[config.mk]
export PLATFORM = sky130hd
export DESIGN_NAME = dual_load_safety_supervisor_top
export DESIGN_NICKNAME = d
export VERILOG_FILES = /design/src/hw/rtl/dlss_pkg.sv /design/src/hw/rtl/dual_load_safety_supervisor_top.sv
export SDC_FILE = /design/constraint.sdc
export NUM_CORES = 2
export LEC_CHECK = 0
export ABC_AREA = 1
export BUFFER_PORTS_ARGS = -buffer_cell sky130_fd_sc_hd__buf_4
export CAP_MARGIN = 10
export CELL_PAD_IN_SITES_DETAIL_PLACEMENT = 1
export CELL_PAD_IN_SITES_GLOBAL_PLACEMENT = 2
export CORE_UTILIZATION = 26
export DETAILED_ROUTE_END_ITERATION = 10
export GPL_TIMING_DRIVEN = 0
export PLACE_DENSITY = 0.54
export SLEW_MARGIN = 40
export SYNTH_ARGS = -nofsm -noshare
export SYNTH_HDL_FRONTEND = slang
export SYNTH_SLANG_ARGS = --single-unit
[constraint.sdc]
create_clock -name i_clk -period 15.05 [get_ports i_clk]
set_input_delay 1.505 -clock i_clk [delete_from_list [all_inputs] [get_ports i_clk]]
set_output_delay 1.505 -clock i_clk [all_outputs]
set_load 0.02 [all_outputs]
[src/hw/rtl/dlss_pkg.sv]
// ----------------------------------------------------------------------------
// Dual load safety supervisor package
// Widths, register indexes, reset values, codes and payload types.
// ----------------------------------------------------------------------------
package dlss_pkg;

    localparam int LOAD_W     = 16;
    localparam int TIME_W     = 32;
    localparam int OVL_W      = 15;
    localparam int RATIO_W    = 8;
    localparam int FLOOR_W    = 15;
    localparam int RATE_W     = 16;
    localparam int MODE_W     = 2;
    localparam int REASON_W   = 3;
    localparam int CFG_IDX_W  = 3;
    localparam int CFG_DATA_W = 16;
    localparam int MS_PER_S   = 1000;

    localparam logic [CFG_IDX_W-1:0] CFG_OVERLOAD_LIMIT  = 3'd0;
    localparam logic [CFG_IDX_W-1:0] CFG_MISMATCH_RATIO  = 3'd1;
    localparam logic [CFG_IDX_W-1:0] CFG_MISMATCH_FLOOR  = 3'd2;
    localparam logic [CFG_IDX_W-1:0] CFG_DROP_RATE_LIMIT = 3'd3;

    localparam logic [OVL_W-1:0]   RST_OVERLOAD_LIMIT  = 15'd12800;
    localparam logic [RATIO_W-1:0] RST_MISMATCH_RATIO  = 8'd51;
    localparam logic [FLOOR_W-1:0] RST_MISMATCH_FLOOR  = 15'd256;
    localparam logic [RATE_W-1:0]  RST_DROP_RATE_LIMIT = 16'd2560;

    localparam logic [MODE_W-1:0] MODE_NORMAL   = 2'd0;
    localparam logic [MODE_W-1:0] MODE_FAILSAFE = 2'd1;
    localparam logic [MODE_W-1:0] MODE_DESCENT  = 2'd2;

    localparam logic [REASON_W-1:0] WHY_OK       = 3'd0;
    localparam logic [REASON_W-1:0] WHY_LINK     = 3'd1;
    localparam logic [REASON_W-1:0] WHY_MISMATCH = 3'd2;
    localparam logic [REASON_W-1:0] WHY_OVERLOAD = 3'd3;
    localparam logic [REASON_W-1:0] WHY_DROP     = 3'd4;

    typedef struct packed {
        logic signed [LOAD_W-1:0] primary_left_load;
        logic signed [LOAD_W-1:0] primary_right_load;
        logic signed [LOAD_W-1:0] secondary_left_load;
        logic signed [LOAD_W-1:0] secondary_right_load;
        logic [TIME_W-1:0]        sample_time_ms;
        logic                     secondary_ok;
    } t_sample_in;

    typedef struct packed {
        logic [MODE_W-1:0]   system_mode;
        logic [REASON_W-1:0] fault_reason;
        logic                release_locked;
        logic                descent_enabled;
    } t_sample_out;

endpackage

[src/hw/rtl/dual_load_safety_supervisor_top.sv]
// ----------------------------------------------------------------------------
// Dual load safety supervisor
// Registered: each sample passes the input register, the check logic and the
// result register. Throughput: one sample per cycle unless the output stalls.
// Synchronous reset restores register defaults, clears the stored sample,
// locks the release and clears descent.
// ----------------------------------------------------------------------------
module dual_load_safety_supervisor_top
    import dlss_pkg::*;
(
    input  logic                  i_clk,
    input  logic                  i_rst_n,
    input  logic                  i_in_valid,
    output logic                  o_in_stall,
    input  t_sample_in            i_in_data,
    output logic                  o_out_valid,
    input  logic                  i_out_stall,
    output t_sample_out           o_out_data,
    input  logic                  i_cfg_valid,
    output logic                  o_cfg_ready,
    input  logic [CFG_IDX_W-1:0]  i_cfg_index,
    input  logic [CFG_DATA_W-1:0] i_cfg_data
);

    localparam int DEN_W = (LOAD_W > FLOOR_W) ? LOAD_W : FLOOR_W;
    localparam int MM_W  = (LOAD_W + 9 > DEN_W + RATIO_W) ? LOAD_W + 9 : DEN_W + RATIO_W;
    localparam int OVC_W = ((LOAD_W > OVL_W) ? LOAD_W : OVL_W) + 1;
    localparam int RT_W  = RATE_W + TIME_W;
    localparam int DRP_W = ((LOAD_W + 11 > RT_W) ? LOAD_W + 11 : RT_W) + 1;

    function automatic logic side_mismatch(
        input logic signed [LOAD_W-1:0] a,
        input logic signed [LOAD_W-1:0] b,
        input logic [RATIO_W-1:0]       ratio,
        input logic [FLOOR_W-1:0]       floor_v
    );
        logic signed [LOAD_W:0] diff;
        logic [LOAD_W:0]        mag_d;
        logic [LOAD_W-1:0]      mag_a;
        logic [LOAD_W-1:0]      mag_b;
        logic [DEN_W-1:0]       den;
        logic [MM_W-1:0]        lhs;
        logic [MM_W-1:0]        rhs;
        diff  = (LOAD_W+1)'(a) - (LOAD_W+1)'(b);
        mag_d = diff[LOAD_W] ? (LOAD_W+1)'(-diff) : (LOAD_W+1)'(diff);
        mag_a = a[LOAD_W-1] ? LOAD_W'(-a) : LOAD_W'(a);
        mag_b = b[LOAD_W-1] ? LOAD_W'(-b) : LOAD_W'(b);
        den   = DEN_W'(mag_a);
        if (mag_b > mag_a) begin
            den = DEN_W'(mag_b);
        end
        if (den < DEN_W'(floor_v)) begin
            den = DEN_W'(floor_v);
        end
        lhs = MM_W'({mag_d, 8'b0});
        rhs = MM_W'(ratio) * MM_W'(den);
        return lhs > rhs;
    endfunction

    function automatic logic side_drop(
        input logic signed [LOAD_W-1:0] prev,
        input logic signed [LOAD_W-1:0] cur,
        input logic [RT_W-1:0]          rate_dt
    );
        logic signed [LOAD_W:0]  fall;
        logic signed [DRP_W-1:0] lhs;
        logic signed [DRP_W-1:0] rhs;
        fall = (LOAD_W+1)'(prev) - (LOAD_W+1)'(cur);
        lhs  = DRP_W'(fall) * DRP_W'(MS_PER_S);
        rhs  = DRP_W'($signed({1'b0, rate_dt}));
        return lhs > rhs;
    endfunction

    logic [OVL_W-1:0]          r_ovl;
    logic [RATIO_W-1:0]        r_ratio;
    logic [FLOOR_W-1:0]        r_floor;
    logic [RATE_W-1:0]         r_rate;
    logic signed [LOAD_W-1:0]  r_prev_left;
    logic signed [LOAD_W-1:0]  r_prev_right;
    logic [TIME_W-1:0]         r_prev_time;
    logic                      r_lock;
    logic                      r_descent;
    logic                      r_in_valid;
    t_sample_in                r_in;
    logic                      r_out_valid;
    t_sample_out               r_out;

    logic                      w_out_free;
    logic                      w_advance;
    logic                      w_accept;
    logic                      w_cfg_we;
    logic [TIME_W-1:0]         w_dt;
    logic [RT_W-1:0]           w_rate_dt;
    logic signed [OVC_W-1:0]   w_ovl_lim;
    logic                      w_mismatch;
    logic                      w_overload;
    logic                      w_drop;
    logic [MODE_W-1:0]         w_mode;
    logic [REASON_W-1:0]       w_reason;
    logic                      n_lock;
    logic                      n_descent;

    assign w_out_free  = !r_out_valid || !i_out_stall;
    assign w_advance   = r_in_valid && w_out_free;
    assign o_in_stall  = r_in_valid && !w_out_free;
    assign w_accept    = i_in_valid && !o_in_stall;
    assign o_cfg_ready = 1'b1;
    assign w_cfg_we    = i_cfg_valid && o_cfg_ready;
    assign o_out_valid = r_out_valid;
    assign o_out_data  = r_out;

    assign w_dt      = r_in.sample_time_ms - r_prev_time;
    assign w_rate_dt = RT_W'(r_rate) * RT_W'(w_dt);
    assign w_ovl_lim = OVC_W'($signed({1'b0, r_ovl}));

    always_comb begin
        w_mismatch = side_mismatch(r_in.primary_left_load, r_in.secondary_left_load,
                                   r_ratio, r_floor)
                  || side_mismatch(r_in.primary_right_load, r_in.secondary_right_load,
                                   r_ratio, r_floor);
        w_overload = (OVC_W'(r_in.primary_left_load) > w_ovl_lim)
                  || (OVC_W'(r_in.primary_right_load) > w_ovl_lim);
        w_drop     = (w_dt != '0)
                  && (side_drop(r_prev_left, r_in.primary_left_load, w_rate_dt)
                  ||  side_drop(r_prev_right, r_in.primary_right_load, w_rate_dt));
    end

    always_comb begin
        priority if (!r_in.secondary_ok) begin
            w_mode   = MODE_FAILSAFE;
            w_reason = WHY_LINK;
        end else if (w_mismatch) begin
            w_mode   = MODE_FAILSAFE;
            w_reason = WHY_MISMATCH;
        end else if (w_overload) begin
            w_mode   = MODE_FAILSAFE;
            w_reason = WHY_OVERLOAD;
        end else if (w_drop) begin
            w_mode   = MODE_DESCENT;
            w_reason = WHY_DROP;
        end else begin
            w_mode   = MODE_NORMAL;
            w_reason = WHY_OK;
        end
        n_lock    = r_lock && (w_reason == WHY_OK);
        n_descent = r_descent || (w_reason == WHY_DROP);
    end

    always_ff @(posedge i_clk) begin
        if (!i_rst_n) begin
            r_ovl        <= RST_OVERLOAD_LIMIT;
            r_ratio      <= RST_MISMATCH_RATIO;
            r_floor      <= RST_MISMATCH_FLOOR;
            r_rate       <= RST_DROP_RATE_LIMIT;
            r_prev_left  <= '0;
            r_prev_right <= '0;
            r_prev_time  <= '0;
            r_lock       <= 1'b1;
            r_descent    <= 1'b0;
            r_in_valid   <= 1'b0;
            r_out_valid  <= 1'b0;
        end else begin
            if (w_cfg_we) begin
                unique case (i_cfg_index)
                    CFG_OVERLOAD_LIMIT:  r_ovl   <= i_cfg_data[OVL_W-1:0];
                    CFG_MISMATCH_RATIO:  r_ratio <= i_cfg_data[RATIO_W-1:0];
                    CFG_MISMATCH_FLOOR:  r_floor <= i_cfg_data[FLOOR_W-1:0];
                    CFG_DROP_RATE_LIMIT: r_rate  <= i_cfg_data[RATE_W-1:0];
                    default: ;
                endcase
            end
            if (w_advance) begin
                r_lock    <= n_lock;
                r_descent <= n_descent;
                if (w_reason == WHY_OK) begin
                    r_prev_left  <= r_in.primary_left_load;
                    r_prev_right <= r_in.primary_right_load;
                    r_prev_time  <= r_in.sample_time_ms;
                end
            end
            if (w_accept) begin
                r_in_valid <= 1'b1;
            end else if (w_advance) begin
                r_in_valid <= 1'b0;
            end
            if (w_advance) begin
                r_out_valid <= 1'b1;
            end else if (!i_out_stall) begin
                r_out_valid <= 1'b0;
            end
        end
    end

    always_ff @(posedge i_clk) begin
        if (w_accept) begin
            r_in <= i_in_data;
        end
        if (w_advance) begin
            r_out.system_mode     <= w_mode;
            r_out.fault_reason    <= w_reason;
            r_out.release_locked  <= n_lock;
            r_out.descent_enabled <= n_descent;
        end
    end

endmodule

After elaboration in Yosys (flattened, before gate mapping) --
Cells that the tools add are included. W data, S select, Z words.
Word-level totals: register bits 226, bits of input ports 121, output and inout port bits 10, logic and storage cells 96
Cells by class: add/sub/neg operators 11, $mul 5, order comparisons 10, equal/unequal tests 5, muxes and demuxes 19, bitwise logic cells 1, reductions and logical operators 24
Operator list (number):
- $mux W16 | 8
- $gt A28 B49 Y1 | 2
- $sub A16 B16 Y17 | 4
- $gt A16 B16 Y1 | 4
- $neg A16 Y16 | 4
- $gt A25 B24 Y1 | 2
- $mul A17 B8 Y25 const B | 2
- $mul A16 B32 Y48 | 1
- $mul A8 B16 Y24 | 2
- $mux W17 | 2
- $neg A17 Y17 | 2
- $lt A16 B15 Y1 | 2
- $reduce_bool A32 Y1 | 1
- $sub A32 B32 Y32 | 1
- $mux W3 | 4
- $reduce_and A2 Y1 | 5
- $eq A3 B2 Y1 const B | 2
- $logic_not A3 Y1 | 2
- $logic_and A1 B1 Y1 | 5
- $logic_or A1 B1 Y1 | 5
- $logic_not A1 Y1 | 4
- $mux W1 | 4
- $eq A3 B1 Y1 const B | 1
- $eq A3 B3 Y1 const B | 1
- other kinds (5) | 5

Depth between registers and ports, before layout --
depth after elaboration 13, gate-level depth with buffers 78, depth with buffers taken out 74

Least setup slack after synthesis --
OpenSTA, ideal clock, no wires.
path type reg-to-reg, from register r_in[66] (netlist name), to register r_prev_right[15], setup time 0.115 ns, arrival 10.903 ns, data required time 14.935 ns, setup slack 4.032 ns, stages on the path, launching flop included 67, path buffers 5, clock period less this slack 11.018 ns, path through edfxtp_1 inv_1 ha_1 inv_1 nor2_1 inv_1 nor2_1 inv_1 nor2_1 nand3_1 o41ai_1 xor2_1 ha_1 nand2_1 nor4_2 nand4_1 nand2_2 inv_2 [... 31 more ...] o21bai_1 a21oi_1 nor2_1 nor2_1 xor2_1 ha_1 nand2_1 nor3_1 a221o_1 a31o_2 a21oi_2 nand4_4 nor2_4 buf_6 buf_6 nand3_1 nand2_1 nor2_1
Between the ends: word-level cells in the longest chain between the ends 13, elaborated cells between the ends (all ways) 25, classes of those cells add/sub: 4; mul: 2; order compare: 5; mux: 8; reduce/logical: 6
RTL lines:
- start: declaration | line dual_load_safety_supervisor_top.sv:84 | t_sample_in r_in;
- start signal: assignment | line dual_load_safety_supervisor_top.sv:196 | r_in <= i_in_data;
- $neg A16 Y16 | line dual_load_safety_supervisor_top.sv:46 | mag_a = a[LOAD_W-1] ? LOAD_W'(-a) : LOAD_W'(a);
- $mux W16 | line dual_load_safety_supervisor_top.sv:46
- $gt A16 B16 Y1 | line dual_load_safety_supervisor_top.sv:49 | if (mag_b > mag_a) begin
- $mux W16 | line dual_load_safety_supervisor_top.sv:49
- $lt A16 B15 Y1 | line dual_load_safety_supervisor_top.sv:52 | if (den < DEN_W'(floor_v)) begin
- $mux W16 | line dual_load_safety_supervisor_top.sv:52
- $mul A8 B16 Y24 | line dual_load_safety_supervisor_top.sv:56 | rhs = MM_W'(ratio) * MM_W'(den);
- $gt A25 B24 Y1 | line dual_load_safety_supervisor_top.sv:57 | return lhs > rhs;
- $logic_or A1 B1 Y1 | line dual_load_safety_supervisor_top.sv:119 | || side_mismatch(r_in.primary_right_load, r_in.secondary_right_load,
- $mux W3 * | line dual_load_safety_supervisor_top.sv:132 | end else if (w_mismatch) begin
- $mux W3 * | line dual_load_safety_supervisor_top.sv:129 | priority if (!r_in.secondary_ok) begin
- $logic_not A3 Y1 * | line dual_load_safety_supervisor_top.sv:175 | if (w_reason == WHY_OK) begin
- $reduce_and A2 Y1 (no source line) *
- end signal: assignment | line dual_load_safety_supervisor_top.sv:177 | r_prev_right <= r_in.primary_right_load;
- end: declaration | line dual_load_safety_supervisor_top.sv:79 | logic signed [LOAD_W-1:0] r_prev_right;
Every way passes the cells marked *; elsewhere a longest branch is shown, timed or not. A chain may end at the register's enable or synchronous reset.

Worst setup path in the final report --
from register r_in[82] (netlist name), to register r_prev_right[15]
Same word-level chain as after synthesis.

==> out/qor.yml <==
job:
  max-cap-violations: 0
setup_path:
  cp_max_fo: 11
  path_class: "reg2reg"
  cpPeakStageDelay_ns: 0.79
  startpoint_type: "register"
  crit_slowest_cell: "o21ai_0"
  cp_top_family: "compound AO/OA/AOI/OAI gates"
  r2r_slack_ns: 1.23
  worstPathRequired_ns: 15.52
  timing.rr.end: "r_prev_right[15]"
  crit_buf_inv: 11
  r2r_start: "r_in[82]"
  endpoint_kind: "register"
  ff2ff_path_depth: 66
  critPathArrivalTime_ns: 14.29
hold_path:
  holdPathEnd: "r_lock"
  whs_path_depth: 2
  hold_class: "reg2reg"
  worstHoldStart: "r_lock"
detailed_routing:
  routedWlPerCell_um: 21.3
  drt_iter0_drc: 1551
  drc: 0
  totalWireLength_mm: 187
  viasPerCell: 4.56
  firstDrtPassIters: 7
  ant_nets: 0
  num_vias: 39825
sta:
  report.final.slew_viol_count: 0
  period_share_pct: 91.8
  hold_ws_ns: 0.479
  fin_setup_tns_ns: 0
  period_minus_slack_ns: 13.82
  final.setup.worst_slack_ns: 1.23
  fmax_mhz: 72.3
  skew_ns: 0.0273
  relSlewSlack_pct: 37.6
  worstMarginPinSlew_ns: 0.926
  finalHoldViolCount: 0
  rsz0062_at_grt: "false"
  setup_viol: 0
synth:
  ys_seq_area_share_pct: 11.5
  synth_ff_type: "dfxtp_1"
  syn_nets: 7541
  yosys_warnings: 0
  syn_area_sq_um: 48400
  synth_top_family_by_area: "adder cells"
  synthSimpleGateAreaFrac_pct: 16.9
  synth_compound_area_share_pct: 9.44
  avgSynthCellArea_sq_um: 7.99
  muxShareOfSynthArea_pct: 0
  synth_edf_count: 104
  ys_seq_elements: 226
  synth_xor_area_share_pct: 4.95
  synthAdderAreaFrac_pct: 46.2
  synthArstFlopShare_pct: 0
  synth_cell_types: 70
  syn_inst: 6060
clock_network:
  numClockSinks: 226
  cts_max_level: 2
  cts_tree: "done"
  clock_latency_ns: 0.57
  cts-root-buf: "clkbuf_16"
  numCtsBuffers: 34
  clockBufferDepth: 3
  clkTransAtPathRegs_ns: 0.06
floorplanning:
  fp.coreArea_sq_um: 185000
  die_x_um: 434
  die_h_um: 434
  row_count: 158
  die-area_sq_um: 188000
  start_util_pct: 26.1
  ios: 131
placement:
  place_ws_ns: 0.141
  gp_congestion: 0.836
  io_buffers: 128
  hpwl_mm: 164
global_routing:
  grt_pass1_wl_mm: 282
  grt_remaining_overflow: 0
  grt_max_degree: 66
  antenna_found_initial: 15
  grt_pass1_vias: 43606
  grt.total_usage_pct: 20.1
layout:
  fillers: 22327
  drive_gt1_share_pct: 6.09
  area_growth_pct: 11.5
  nets: 7708
status:
  status: "completed"
## synthesized netlist by cell type, drive strengths merged (41+ instances only)
master  number  area share [%]
inv       1223             9.5
nand2     1014             7.9
fa         713              29
ha         647              17
nor2       591             4.6
a21oi      453             4.7
o21ai      237             2.5
xor2       200             3.6
nand3      185             1.9
clkbuf     133             1.0
dfxtp      122             5.0
edfxtp     104             6.4
xnor2       73             1.3
nor3        57            0.69
nand4       49            0.66
or2         41            0.53
## sequential cells by signal (all words and copies together) (netlist names)
signal and flops:
r_in_valid 1, o_out_valid 1, r_floor 15, r_prev_time 32, o_out_data 7, r_prev_left 16
r_ratio 8, r_in 97, r_lock 1, r_prev_right 16, r_descent 1, r_ovl 15
r_rate 16
## worst max-delay path by stage
stage                  start                to  cells after the start  slack (ns)
floorplan           r_in[66]  r_prev_right[15]                     66        4.03
global placement    r_in[65]  r_prev_right[15]                     66        0.06
detailed placement  r_in[65]  r_prev_right[15]                     66        0.14
CTS                 r_in[65]  r_prev_right[15]                     66        0.12
global route        r_in[65]   r_prev_time[27]                     67        0.14
finish              r_in[82]  r_prev_right[15]                     66        1.23
## per-stage QoR
step           instance area (sq um)  std cells  utilization, %
3_5_place_dp                   52800       8671            28.5
2_1_floorplan                  48400       6060               -
4_1_cts                        53900       8732            29.1
6_report                       54000       8739            29.2
5_1_grt                        54000       8735            29.1
3_3_place_gp                   52500       8668            28.3
## final cells by class
| type | instances | area (sq um) | area share (%) |
|---|---|---|---|
| diodes | 7 | 17.5 | 0.0324 |
| plain buffers | 163 | 748 | 1.39 |
| inverters | 1232 | 4640 | 8.59 |
| repair buffers | 132 | 1040 | 1.93 |
| multi-input cells | 4438 | 37800 | 70.0 |
| flip-flops and latches | 226 | 5570 | 10.3 |
| clock inverters | 21 | 173 | 0.320 |
| clock buffers | 40 | 905 | 1.68 |
| well taps | 2480 | 3100 | 5.75 |
## cells by family after synthesis
family	Yosys count
simple gates	1974
fa+ha+maj	1360
flops	226
compound gates	830
other cells	1
xor+xnor	273
buf+inv	1396
## layer usage
metal  GRT usage (%)  vias up  wire, um
met2            35.8      319     93600
met3            1.38       83      3760
met1            27.0    20093     86800
met5               0        -        13
met4            2.54        2      2270
li1                -    19328         -
## worst register-to-register path, delay by kind of cell (launching register included)
kind	cells	cell delay [ns]
flops	1	0.60
buf+inv	11	1.84
simple gates	28	3.70
fa+ha+maj	9	3.17
xor+xnor	2	0.69
compound gates	16	3.69
## cell usage in the layout, fill, tap and decap left out, types with 47 or more instances in the layout
| cell type | n |
|---|---|
| a21oi_1 | 431 |
| xnor2_1 | 65 |
| nor2_1 | 587 |
| buf_4 | 131 |
| nor3_1 | 47 |
| xor2_1 | 193 |
| nand3_1 | 184 |
| ha_1 | 647 |
| edfxtp_1 | 104 |
| fa_1 | 713 |
| nand2_1 | 1005 |
| dfxtp_1 | 122 |
| nand4_1 | 48 |
| o21ai_0 | 190 |
| clkbuf_1 | 115 |
| inv_1 | 1198 |
## what timing repair did
action / CTS / global route
hold buffers: 0 / 0
setup buffers: 0 / 1
resized for setup: 0 / 25
endpoints found under the setup margin: 0 / 73
Power is not shown: default switching activity piles up to over one toggle a cycle in this logic, so the estimate is an artifact.
